### src/rtl/single_edit_variant_apply_check_unit_assert.svh
// Assertion macros for the single-edit variant unit.
// Needs clk and rst_n in the scope of the including module.
`ifndef SINGLE_EDIT_VARIANT_APPLY_CHECK_UNIT_ASSERT_SVH
`define SINGLE_EDIT_VARIANT_APPLY_CHECK_UNIT_ASSERT_SVH

// same-cycle implication
`define SVAC_ASSERT_NOW(label, ante, cons, msg) \
    label: assert property (@(posedge clk) disable iff (!rst_n) (ante) |-> (cons)) \
        else $error(msg);

// next-cycle implication
`define SVAC_ASSERT_NEXT(label, ante, cons, msg) \
    label: assert property (@(posedge clk) disable iff (!rst_n) (ante) |=> (cons)) \
        else $error(msg);

`endif

### src/rtl/svac_pkg.sv
// Shared types, codes and edit mapping functions for the single-edit variant unit.
// No dependencies.
package svac_pkg;

    localparam int POS_W           = 6;
    localparam int POS2_W          = 5;
    localparam int RES_W           = 5;
    localparam int KIND_W          = 3;
    localparam int LEN_W           = 7;
    localparam int DEF_MAX_SEQ_LEN = 32;

    typedef enum logic [1:0] {
        OP_LOAD = 2'd0,
        OP_EDIT = 2'd1,
        OP_EMIT = 2'd2,
        OP_CMP  = 2'd3
    } op_t;

    localparam logic [KIND_W-1:0] EK_SAME = 3'd0;
    localparam logic [KIND_W-1:0] EK_SUB  = 3'd1;
    localparam logic [KIND_W-1:0] EK_DEL  = 3'd2;
    localparam logic [KIND_W-1:0] EK_INS  = 3'd3;
    localparam logic [KIND_W-1:0] EK_DSUB = 3'd4;

    localparam logic RK_RESIDUE = 1'b0;
    localparam logic RK_VERDICT = 1'b1;

    typedef struct packed {
        logic [KIND_W-1:0] kind;
        logic [POS_W-1:0]  pos1;
        logic [RES_W-1:0]  res1;
        logic [POS2_W-1:0] pos2;
        logic [RES_W-1:0]  res2;
    } edit_t;

    typedef struct packed {
        logic [LEN_W-1:0] seed_idx;
        logic             use_ovr;
        logic [RES_W-1:0] ovr_res;
    } map_t;

    // one request in flight between the read issue and the result register
    typedef struct packed {
        logic             is_cmp;
        logic [LEN_W-1:0] idx;
        logic [LEN_W-1:0] len;
        logic             last;
        logic             use_ovr;
        logic [RES_W-1:0] ovr_res;
        logic             in_range;
        logic [RES_W-1:0] cmp_res;
    } slot_t;

    function automatic logic [LEN_W-1:0] edited_len(logic [KIND_W-1:0] kind,
                                                    logic [POS_W-1:0] slen);
        logic [LEN_W-1:0] l;
        l = {1'b0, slen};
        case (kind)
            EK_DEL:  l = (slen != '0) ? l - LEN_W'(1) : '0;
            EK_INS:  l = l + LEN_W'(1);
            default: l = {1'b0, slen};
        endcase
        return l;
    endfunction

    // edited index -> seed index, or a residue taken from the descriptor
    function automatic map_t map_index(edit_t e, logic [LEN_W-1:0] i);
        map_t             m;
        logic [LEN_W-1:0] p1;
        logic [LEN_W-1:0] p2;
        p1        = {1'b0, e.pos1};
        p2        = {2'b00, e.pos2};
        m.seed_idx = i;
        m.use_ovr  = 1'b0;
        m.ovr_res  = '0;
        case (e.kind)
            EK_SUB:
            begin
                if (i == p1)
                begin
                    m.use_ovr = 1'b1;
                    m.ovr_res = e.res1;
                end
            end
            EK_DEL:
            begin
                if (i >= p1)
                    m.seed_idx = i + LEN_W'(1);
            end
            EK_INS:
            begin
                if (i == p1)
                begin
                    m.use_ovr = 1'b1;
                    m.ovr_res = e.res1;
                end
                else if (i > p1)
                    m.seed_idx = i - LEN_W'(1);
            end
            EK_DSUB:
            begin
                if (i == p2)
                begin
                    m.use_ovr = 1'b1;
                    m.ovr_res = e.res2;
                end
                else if (i == p1)
                begin
                    m.use_ovr = 1'b1;
                    m.ovr_res = e.res1;
                end
            end
            default:
            begin
                m.use_ovr = 1'b0;
            end
        endcase
        return m;
    endfunction

endpackage

### src/rtl/svac_seed_mem.sv
// Seed residue store: one write port, one read port with registered data.
// Depends on svac_pkg.
module svac_seed_mem #(
    parameter int DEPTH = svac_pkg::DEF_MAX_SEQ_LEN,
    localparam int AW   = $clog2(DEPTH)
) (
    input  logic                      clk,
    input  logic                      we,
    input  logic [AW-1:0]             waddr,
    input  logic [svac_pkg::RES_W-1:0] wdata,
    input  logic                      re,
    input  logic [AW-1:0]             raddr,
    output logic [svac_pkg::RES_W-1:0] rd_data
);

    logic [svac_pkg::RES_W-1:0] mem [DEPTH];
    logic [svac_pkg::RES_W-1:0] rd_data_reg;

    always_ff @(posedge clk)
    begin
        if (we)
            mem[waddr] <= wdata;
        // data holds while no read is issued, so a stalled request keeps it
        if (re)
            rd_data_reg <= mem[raddr];
    end

    assign rd_data = rd_data_reg;

endmodule

### src/rtl/svac_issue.sv
// Read issue: maps compare requests and the emit sweep onto seed reads.
// Depends on svac_pkg.
module svac_issue #(
    parameter int MAX_SEQ_LEN = svac_pkg::DEF_MAX_SEQ_LEN,
    localparam int AW         = $clog2(MAX_SEQ_LEN)
) (
    input  logic                        clk,
    input  logic                        rst_n,
    input  logic                        start,
    input  logic                        cmp_req,
    input  logic [svac_pkg::POS_W-1:0]  cmp_pos,
    input  logic [svac_pkg::RES_W-1:0]  cmp_res,
    input  logic                        cmp_last,
    input  logic                        slot_free,
    input  svac_pkg::edit_t             desc,
    input  logic [svac_pkg::LEN_W-1:0]  elen,
    output logic                        busy,
    output logic                        iss_valid,
    output svac_pkg::slot_t             iss,
    output logic [AW-1:0]               rd_addr
);

    logic                       emitting_reg, emitting_next;
    logic [svac_pkg::LEN_W-1:0] idx_reg, idx_next;
    logic [svac_pkg::LEN_W-1:0] sel_idx;
    logic [svac_pkg::LEN_W-1:0] idx_inc;
    logic                       emit_fire;
    svac_pkg::map_t             map;

    always_ff @(posedge clk or negedge rst_n)
    begin
        if (!rst_n)
        begin
            emitting_reg <= 1'b0;
            idx_reg      <= '0;
        end
        else
        begin
            emitting_reg <= emitting_next;
            idx_reg      <= idx_next;
        end
    end

    always_comb
    begin
        idx_inc       = idx_reg + svac_pkg::LEN_W'(1);
        emit_fire     = emitting_reg && slot_free && !cmp_req;
        emitting_next = emitting_reg;
        idx_next      = idx_reg;
        if (start)
        begin
            emitting_next = 1'b1;
            idx_next      = '0;
        end
        else if (emit_fire)
        begin
            idx_next = idx_inc;
            if (idx_inc == elen)
                emitting_next = 1'b0;
        end

        sel_idx  = cmp_req ? {1'b0, cmp_pos} : idx_reg;
        map      = svac_pkg::map_index(desc, sel_idx);
        rd_addr  = map.seed_idx[AW-1:0];

        iss_valid    = cmp_req || emit_fire;
        iss.is_cmp   = cmp_req;
        iss.idx      = sel_idx;
        iss.len      = elen;
        iss.last     = cmp_req ? cmp_last : (idx_inc == elen);
        iss.use_ovr  = map.use_ovr;
        iss.ovr_res  = map.ovr_res;
        iss.in_range = map.seed_idx < svac_pkg::LEN_W'(MAX_SEQ_LEN);
        iss.cmp_res  = cmp_res;
    end

    assign busy = emitting_reg;

endmodule

### src/rtl/single_edit_variant_apply_check_unit.sv
// Single-edit variant unit: holds a seed sequence and one edit (identical, substitution,
// deletion, insertion or double substitution). Load, set-edit and compare requests are
// taken one per cycle while no emit sweep runs and results flow; a compare request reads
// one seed residue, and its result (a verdict on the last residue of a candidate) passes
// the read stage register and then the output register. An emit request streams the
// edited sequence at one residue per cycle while the output is not stalled, and holds
// off further requests until its sweep over the single seed read port ends. A result waits
// in an output register, and the read in flight holds until that register frees.
// Depends on svac_pkg, svac_seed_mem, svac_issue and the assertion macro header.
`include "single_edit_variant_apply_check_unit_assert.svh"

module single_edit_variant_apply_check_unit #(
    parameter int MAX_SEQ_LEN = svac_pkg::DEF_MAX_SEQ_LEN
) (
    input  logic                         clk,
    input  logic                         rst_n,
    input  logic                         in_valid,
    output logic                         in_ready,
    input  logic [1:0]                   opcode,
    input  logic [svac_pkg::POS_W-1:0]   position,
    input  logic [svac_pkg::RES_W-1:0]   residue,
    input  logic                         last_flag,
    input  logic [svac_pkg::KIND_W-1:0]  edit_kind,
    input  logic [svac_pkg::POS_W-1:0]   first_position,
    input  logic [svac_pkg::RES_W-1:0]   first_residue,
    input  logic [svac_pkg::POS2_W-1:0]  second_position,
    input  logic [svac_pkg::RES_W-1:0]   second_residue,
    output logic                         out_valid,
    input  logic                         out_ready,
    output logic                         result_kind,
    output logic [svac_pkg::RES_W-1:0]   out_residue,
    output logic [svac_pkg::POS_W-1:0]   out_position,
    output logic [svac_pkg::POS_W-1:0]   out_length,
    output logic                         out_last,
    output logic                         matched
);

    localparam int AW = $clog2(MAX_SEQ_LEN);

    svac_pkg::op_t              op;
    logic                       accept;
    logic                       busy;
    logic                       advance;
    logic                       slot_free;
    logic                       iss_valid;
    svac_pkg::slot_t            iss;
    logic [AW-1:0]              rd_addr;
    logic [svac_pkg::RES_W-1:0] rd_data;
    logic [svac_pkg::LEN_W-1:0] elen;
    logic                       pos_in_store;

    logic [svac_pkg::POS_W-1:0] seed_len_reg, seed_len_next;
    svac_pkg::edit_t            desc_reg, desc_next;
    logic                       mismatch_reg, mismatch_next;
    logic [svac_pkg::POS_W-1:0] count_reg, count_next;
    logic                       s1_v_reg, s1_v_next;
    svac_pkg::slot_t            s1_reg, s1_next;

    logic                       out_valid_reg, out_valid_next;
    logic                       kind_reg, kind_next;
    logic [svac_pkg::RES_W-1:0] res_reg, res_next;
    logic [svac_pkg::POS_W-1:0] opos_reg, opos_next;
    logic [svac_pkg::POS_W-1:0] olen_reg, olen_next;
    logic                       olast_reg, olast_next;
    logic                       match_reg, match_next;

    logic [svac_pkg::RES_W-1:0] s1_res;
    logic                       s1_mis;
    logic                       s1_fire;

    assign op           = svac_pkg::op_t'(opcode);
    assign advance      = !out_valid_reg || out_ready;
    assign slot_free    = !s1_v_reg || advance;
    assign in_ready     = !busy && slot_free;
    assign accept       = in_valid && in_ready;
    assign elen         = svac_pkg::edited_len(desc_reg.kind, seed_len_reg);
    assign pos_in_store = {1'b0, position} < svac_pkg::LEN_W'(MAX_SEQ_LEN);

    svac_seed_mem #(
        .DEPTH (MAX_SEQ_LEN)
    ) u_mem (
        .clk     (clk),
        .we      (accept && op == svac_pkg::OP_LOAD && pos_in_store),
        .waddr   (position[AW-1:0]),
        .wdata   (residue),
        .re      (iss_valid),
        .raddr   (rd_addr),
        .rd_data (rd_data)
    );

    svac_issue #(
        .MAX_SEQ_LEN (MAX_SEQ_LEN)
    ) u_issue (
        .clk       (clk),
        .rst_n     (rst_n),
        .start     (accept && op == svac_pkg::OP_EMIT && elen != '0),
        .cmp_req   (accept && op == svac_pkg::OP_CMP),
        .cmp_pos   (position),
        .cmp_res   (residue),
        .cmp_last  (last_flag),
        .slot_free (slot_free),
        .desc      (desc_reg),
        .elen      (elen),
        .busy      (busy),
        .iss_valid (iss_valid),
        .iss       (iss),
        .rd_addr   (rd_addr)
    );

    always_ff @(posedge clk or negedge rst_n)
    begin
        if (!rst_n)
        begin
            seed_len_reg  <= '0;
            desc_reg      <= '0;
            mismatch_reg  <= 1'b0;
            count_reg     <= '0;
            s1_v_reg      <= 1'b0;
            out_valid_reg <= 1'b0;
        end
        else
        begin
            seed_len_reg  <= seed_len_next;
            desc_reg      <= desc_next;
            mismatch_reg  <= mismatch_next;
            count_reg     <= count_next;
            s1_v_reg      <= s1_v_next;
            out_valid_reg <= out_valid_next;
        end
    end

    always_ff @(posedge clk)
    begin
        s1_reg    <= s1_next;
        kind_reg  <= kind_next;
        res_reg   <= res_next;
        opos_reg  <= opos_next;
        olen_reg  <= olen_next;
        olast_reg <= olast_next;
        match_reg <= match_next;
    end

    always_comb
    begin
        s1_res  = s1_reg.use_ovr ? s1_reg.ovr_res : (s1_reg.in_range ? rd_data : '0);
        s1_mis  = (s1_reg.idx != {1'b0, count_reg}) || (s1_reg.idx >= s1_reg.len)
               || (s1_reg.cmp_res != s1_res);
        s1_fire = s1_v_reg && advance;

        seed_len_next  = seed_len_reg;
        desc_next      = desc_reg;
        mismatch_next  = mismatch_reg;
        count_next     = count_reg;
        s1_v_next      = iss_valid ? 1'b1 : (advance ? 1'b0 : s1_v_reg);
        s1_next        = iss_valid ? iss : s1_reg;
        out_valid_next = out_ready ? 1'b0 : out_valid_reg;
        kind_next      = kind_reg;
        res_next       = res_reg;
        opos_next      = opos_reg;
        olen_next      = olen_reg;
        olast_next     = olast_reg;
        match_next     = match_reg;

        if (s1_fire)
        begin
            if (!s1_reg.is_cmp)
            begin
                out_valid_next = 1'b1;
                kind_next      = svac_pkg::RK_RESIDUE;
                res_next       = s1_res;
                opos_next      = s1_reg.idx[svac_pkg::POS_W-1:0];
                olen_next      = s1_reg.len[svac_pkg::POS_W-1:0];
                olast_next     = s1_reg.last;
                match_next     = 1'b0;
            end
            else if (!s1_reg.last)
            begin
                mismatch_next = mismatch_reg || s1_mis;
                if (count_reg != '1)
                    count_next = count_reg + svac_pkg::POS_W'(1);
            end
            else
            begin
                out_valid_next = 1'b1;
                kind_next      = svac_pkg::RK_VERDICT;
                res_next       = '0;
                opos_next      = s1_reg.idx[svac_pkg::POS_W-1:0];
                olen_next      = s1_reg.len[svac_pkg::POS_W-1:0];
                olast_next     = 1'b1;
                match_next     = !(mismatch_reg || s1_mis)
                              && (s1_reg.idx + svac_pkg::LEN_W'(1) == s1_reg.len);
                mismatch_next  = 1'b0;
                count_next     = '0;
            end
        end

        // a request accepted here follows the one leaving the read stage
        if (accept)
        begin
            case (op)
                svac_pkg::OP_LOAD:
                begin
                    if (last_flag)
                        seed_len_next = pos_in_store ? position + svac_pkg::POS_W'(1)
                                                     : svac_pkg::POS_W'(MAX_SEQ_LEN);
                end
                svac_pkg::OP_EDIT:
                begin
                    desc_next.kind = edit_kind;
                    desc_next.pos1 = first_position;
                    desc_next.res1 = first_residue;
                    desc_next.pos2 = second_position;
                    desc_next.res2 = second_residue;
                    mismatch_next  = 1'b0;
                    count_next     = '0;
                end
                default:
                begin
                    seed_len_next = seed_len_reg;
                end
            endcase
        end
    end

    assign out_valid    = out_valid_reg;
    assign result_kind  = kind_reg;
    assign out_residue  = res_reg;
    assign out_position = opos_reg;
    assign out_length   = olen_reg;
    assign out_last     = olast_reg;
    assign matched      = match_reg;

    `SVAC_ASSERT_NOW(a_issue_slot, iss_valid, !s1_v_reg || advance,
        "read issued into an occupied stage")
    `SVAC_ASSERT_NOW(a_no_accept_in_emit, busy, !in_ready,
        "request accepted during emit sweep")
    `SVAC_ASSERT_NOW(a_verdict_shape, out_valid_reg && kind_reg == svac_pkg::RK_VERDICT,
        olast_reg && res_reg == '0, "verdict without last mark or with residue")
    `SVAC_ASSERT_NEXT(a_edit_clears, accept && op == svac_pkg::OP_EDIT,
        !mismatch_reg && count_reg == '0, "set edit did not clear compare state")

endmodule

### config.mk
export PLATFORM = sky130hd
export DESIGN_NAME = single_edit_variant_apply_check_unit
export DESIGN_NICKNAME = d
export VERILOG_FILES = /design/src/rtl/svac_pkg.sv /design/src/rtl/svac_seed_mem.sv /design/src/rtl/svac_issue.sv /design/src/rtl/single_edit_variant_apply_check_unit.sv
export VERILOG_INCLUDE_DIRS = /design/src /design/src/rtl
export SDC_FILE = /design/constraint.sdc
export NUM_CORES = 1
export LEC_CHECK = 0
export ABC_AREA = 1
export BUFFER_PORTS_ARGS = -buffer_cell sky130_fd_sc_hd__buf_4
export CELL_PAD_IN_SITES_DETAIL_PLACEMENT = 1
export CELL_PAD_IN_SITES_GLOBAL_PLACEMENT = 2
export CORE_ASPECT_RATIO = 1.25
export CORE_MARGIN = 5
export CORE_UTILIZATION = 40
export DETAILED_ROUTE_END_ITERATION = 6
export PLACE_DENSITY_LB_ADDON = 0.1
export SLEW_MARGIN = 40
export SYNTH_ARGS = -nofsm -noshare
export SYNTH_HDL_FRONTEND = slang
export SYNTH_HIERARCHICAL = 1
export SYNTH_SLANG_ARGS = --single-unit
### constraint.sdc
create_clock -name clk -period 4.75 [get_ports clk]
set_clock_uncertainty 0.05 [all_clocks]
set_input_delay 0.2375 -clock clk [delete_from_list [all_inputs] [get_ports clk]]
set_output_delay 0.2375 -clock clk [all_outputs]
set_load 0.01 [all_outputs]
==> metrics, run 1 <==
vias 9274; Max FO, Critical Path 30; DR iter-0 viols 482; final hold violation count 0; H-tree levels 1; ys flop type edfxtp_1; Final Wtd Congestion 0.8536; DIE HEIGHT 209.4 um; ant diodes 0; P_int 5.798 mW; Synth Instances 1289; number of synthesized flops with an enable pin 213; Overflow after GRT 0; setup_tns 0 ns; synthesized area per cell 9.874 sq um; clk buf depth 3; Worst Hold Class in2reg; io pins 64; WP data arrival 4.72 ns; Max-cap violations 0; post-synth top area share 50.26%; Sink Count 260; slowest cell delay on critical path 0.35 ns; I/O Buffers 63; Starting Density 40.27%; CP Class reg2reg; Rows 73; switching pwr 4.194 mW; Slew @ Worst Pin 0.7207 ns; Pwr Total 9.992 mW; achievable frequency 0.2297 GHz; Critical Path RT 5.11 ns; largest net degree at the start of global routing 48; Vias/cell 5.118; sequential share of power 34.0%; die area 0.03551 sq mm; RSZ-0062 raised after global routing false; most common cell in the synthesized netlist nand2_1; kind of start point of the critical path flip-flop; Antenna Nets Post-Route 0; P&R area growth vs syn 16.28%; Layout Utilization 46.83%; setup violators final 0; Post-DP HPWL 25.27 mm; clock share of power 22.5%; core area 0.03160 sq mm; P_leak 6.133 nW; Tmin final 4.354 ns; Synth Cell Area 0.01273 sq mm; GRT Resource Usage Total 20.47%; drt first pass iters 5; Synth Net Count 1352; number of global-route vias before repair 9863; max FFs per register 160; crit end category flip-flop; root buf cell clkbuf_16; relative slew slack 51.82%; CP dominant cell by count nand2_1; Netlist cell types 48; first-pass GRT wire length 56.62 mm; critical path's slowest cell dfrtp_1; FF+latch count, synth 260; fin cells 1812; outcome finished clean; Residual DRC 0; antenna violations before repair 0; Post-synth ARST share 18.08%; worst skew pair latency 0.55 ns; Synth area leader edfxtp_1; TritonCTS clock tree built; Ys Warns 6; final period utilization 91.66%; Area contributors post-synth edfxtp_1, nand2_1, dfrtp_1; Sw Share 41.97%; pwr/cell area 675.2 mW/mm^2; layout cell share with drive strength beyond 1 12.57%; synth cell count leaders nand2_1, edfxtp_1, nand3_1; Die X-Extent 169.5 um; Nets 1441; wire length per cell 20.00 um; sequential share of the synthesized area 59.50%; CTS buffer count 28; final WL 36.23 mm; Logic pwr share 43.5%; worst hold slack 0.06180 ns; Slew Limit Fails 0; placed cells 1727; worst vdd ir 312.8 uV; clock-pin slew on the worst setup and hold paths 0.06 ns
## placed cells by master, fill, tap and decap left out, types with 10 or more instances in the layout
master	n
nand2_1	389
edfxtp_1	213
nand3_1	185
inv_1	102
nor2_1	97
buf_4	76
dfrtp_1	47
clkbuf_16	30
dlygate4sd3_1	29
ha_1	21
mux2_1	19
o21ai_0	18
xor2_1	16
a21oi_1	15
o22ai_1	11
nand2_2	11
nand4_1	10
## worst max-delay path, delay by kind of cell, from the launching register on
kind / cells / cell delay [ns]
DFF: 1 / 0.35
adders and majority gates: 1 / 0.29
AOI/OAI and AO/OA: 2 / 0.28
and+or+nand+nor: 18 / 1.95
buffers and inverters: 7 / 0.99
xor gates and xnor gates: 1 / 0.27
## logic make-up (layout without fill, tap and decap cells)
| group | after synthesis | count (layout) | share of synthesized area [%] |
|---|---|---|---|
| AND/OR/NAND/NOR | 730 | 730 | 25.01 |
| buffers and inverters | 165 | 276 | 6.390 |
| XOR/XNOR | 24 | 24 | 1.760 |
| adder cells (fa/ha/maj) | 21 | 21 | 2.064 |
| AO/OA/AOI/OAI | 67 | 67 | 3.333 |
| multiplexers | 22 | 22 | 1.947 |
| flip-flops | 260 | 260 | 59.50 |
## through the flow
stage | setup slack [ns] | cell area (sq um)
finish | 0.3961 | 14800
detailed placement | 0.2570 | 13500
floorplan | 0.9005 | 12730
global route | 0.007191 | 14800
CTS | 0.2292 | 14740
global placement | 0.3194 | 13490
## power by group through the flow
stage	Sequential [mW]	Combinational [mW]	Clock, mW
global placement	3.44	4.25	0
global route	3.45	4.89	2.40
finish	3.39	4.35	2.25
CTS	3.41	4.34	2.31
detailed placement	3.44	4.30	0
floorplan	3.28	3.12	0
## metal layers
layer,up-vias,GRT usage (%),share of wire [%]
li1,4519,-,-
met1,4542,25.13,41
met2,153,36.99,52
met3,60,2.713,3.5
met4,0,6.804,3.3
met5,-,0,0
## cell type report
cell class | instances | area (sq um)
timing repair buffer | 109 | 923.4
timing repair inverter | 1 | 7.507
multi-input combinational | 864 | 4377
clock inverter | 16 | 155.1
tap | 412 | 515.5
sequential | 260 | 7572
fill | 3541 | 16800
inverter | 114 | 455.4
clock buffer | 36 | 793.3
## timing repair
item                                   CTS  global route
buffers inserted                         0             3
hold buffers                            29             0
endpoints found under the hold margin   74             0
setup endpoints to repair                0             5
resized for setup                        0             8
## path summary, 6_finish.rpt
check	start	to	slack, ns	cells after the start
max	out_valid	u_mem/rd_data[4]	0.40	29
min	last_flag	seed_len_reg[3]	0.06	3
max reg2reg	out_valid	u_mem/rd_data[4]	0.40	29
min reg2reg	s1_reg[14]	out_length[1]	0.41	0
max in group asynchronous	rst_n	seed_len_reg[0]	4.01	2
min in group asynchronous	rst_n	count_reg[2]	0.20	2
Power figures use the tool's default switching activity.
==> run 2: changes to the inputs <==
- HOLD_SLACK_MARGIN: default -> 0.05
- PLACE_DENSITY: default -> 0.88
- PLACE_DENSITY_LB_ADDON: 0.1 -> default
==> run 2 against run 1 <==
Against the previous run:
- global-route usage increased by 0.24 points
- sequential power is essentially flat
- power fell by 0.51%
- sequential share of layout area about the same
- critical path depth is 1 higher
- utilization barely moved
- combinational power shrank 0.9%
- highest routed layer unchanged
==> metrics, run 2 (synthesis results as in run 1) <==
outcome finished clean (unchanged); Slew Limit Fails 0 (unchanged); setup_tns 0 ns (unchanged); clk buf depth 3 (unchanged); CP dominant cell by count nand2_1 (unchanged); Rows 73 (unchanged); Slew @ Worst Pin 0.7463 ns (was 0.7207 ns); Starting Density 40.27% (unchanged); commonest non-fill, non-tap cell in the layout nand2_1 (unchanged); Max FO, Critical Path 14 (was 30); Overflow after GRT 0 (unchanged); Residual DRC 0 (unchanged); final period utilization 94.10% (was 91.66%); hold depth 3 (unchanged); Antenna Nets Post-Route 0 (unchanged); Worst Hold Class in2reg (unchanged); drt first pass iters 5 (unchanged); Pwr Total 9.941 mW (was 9.992 mW); antenna violations before repair 0 (unchanged); H-tree levels 1 (unchanged); setup violators final 0 (unchanged); Placement Setup Slack 0.1623 ns (was 0.2570 ns); layout cell share with drive strength beyond 1 12.11% (was 12.57%); clock-pin slew on the worst setup and hold paths 0.06 ns (about the same); worst skew pair latency 0.55 ns (about the same); Tmin final 4.470 ns (was 4.354 ns); Nets 1446 (was 1441); vias 9594 (was 9274); placed cells 1725 (was 1727); WP data arrival 4.73 ns (was 4.72 ns); DIE HEIGHT 209.4 um (unchanged); P_leak 6.122 nW (was 6.133 nW); achievable frequency 0.2237 GHz (was 0.2297 GHz); number of global-route vias before repair 10505 (was 9863); die area 0.03551 sq mm (unchanged); root buf cell clkbuf_16 (unchanged); Vias/cell 5.283 (was 5.118); worst vdd ir 343.2 uV (was 312.8 uV); Critical Path RT 5.01 ns (was 5.11 ns); relative slew slack 50.10% (was 51.82%); final hold violation count 0 (unchanged); Filler cells 3553 (was 3541); I/O Buffers 63 (unchanged); Final Wtd Congestion 0.8435 (was 0.8536); first-pass GRT wire length 57.91 mm (was 56.62 mm); worst hold slack 0.07489 ns (was 0.06180 ns); Worst Reg2Reg Path Length in Cells 29 (unchanged); Max-cap violations 0 (unchanged); Sink Count 260 (unchanged); fin worst setup slack 0.2804 ns (was 0.3961 ns); ant diodes 0 (unchanged); dpl cell area 0.01346 sq mm (was 0.01350 sq mm); pwr/cell area 671.6 mW/mm^2 (was 675.2 mW/mm^2); TritonCTS clock tree built (unchanged); critical path's slowest cell dlygate4sd3_1 (was dfrtp_1); most frequent cells in the layout nand2_1, edfxtp_1, nand3_1 (unchanged); Layout Utilization 46.84% (was 46.83%); RSZ-0062 raised after global routing false (unchanged); max FFs per register 160 (unchanged); Die X-Extent 169.5 um (unchanged); largest net degree at the start of global routing 81 (was 48); CP Class in2reg (was reg2reg); slowest cell delay on critical path 0.55 ns (was 0.35 ns); final WL 36.74 mm (was 36.23 mm); GRT Resource Usage Total 20.71% (was 20.47%); wire length per cell 20.23 um (was 20.00 um); io pins 64 (unchanged); crit end category flip-flop (unchanged); P&R area growth vs syn 16.30% (was 16.28%); CTS buffer count 27 (was 28); Post-DP HPWL 24.62 mm (was 25.27 mm); DR iter-0 viols 546 (was 482); kind of start point of the critical path primary input (was flip-flop); post-route cell area 0.01480 sq mm (about the same); core area 0.03160 sq mm (unchanged); fin cells 1816 (was 1812)
==> run 2: cell count changes in the layout (fill, tap and decap cells not counted), moves of 2 or more <==
cell,before,now
dlygate4sd3_1,29,37
clkbuf_1,4,10
clkinv_1,7,2
buf_12,2,0
clkbuf_8,2,0
==> run 2: cell type report <==
type	count	area [sq um]	share of cell area, %
clock buffers	39	763.2	5.156
clock inverters	11	162.7	1.099
inverters	114	441.7	2.984
multi-input cells	864	4372	29.54
flip-flops and latches	260	7572	51.16
well taps	412	515.5	3.483
repair buffers	115	967.2	6.534
repair inverters	1	7.507	0.05072
==> run 2: where the power goes <==
group / total (mW) / internal [mW] / switching [mW]
sequential: 3.40 / 2.99 / 0.414
combinational: 4.31 / 1.42 / 2.89
clock: 2.22 / 1.34 / 0.888
total: 9.94 / 5.74 / 4.20
==> run 2: final timing paths <==
path / startpoint / endpoint / slack [ns]
max in group asynchronous: rst_n / seed_len_reg[1] / 3.99
min in group asynchronous: rst_n / mismatch_reg / 0.21
worst min register to register: desc_reg[11] / desc_reg[11] / 0.44
worst min-delay path: opcode[1] / desc_reg[20] / 0.07
worst max register to register: out_valid / u_mem/rd_data[3] / 0.30
worst max-delay path: out_ready / u_mem/rd_data[3] / 0.28
==> run 2: metal layers <==
| metal | wire, um | GRT usage (%) |
|---|---|---|
| met5 | 0 | 0 |
| met3 | 1353 | 2.581 |
| met4 | 1462 | 8.192 |
| met2 | 19630 | 38.82 |
| met1 | 14290 | 23.71 |
==> run 2: critical path, delay by kind of cell <==
| kind | cells | cell delay, ns |
|---|---|---|
| adders and majority gates | 1 | 0.30 |
| buffers and inverters | 8 | 1.56 |
| AOI/OAI and AO/OA | 1 | 0.24 |
| and+or+nand+nor | 20 | 2.38 |
==> run 2: repair_timing <==
action,CTS,global route
endpoints found under the hold margin,77,0
setup endpoints to repair,0,5
gates resized for setup,0,7
setup buffers,0,3
hold buffers,37,0
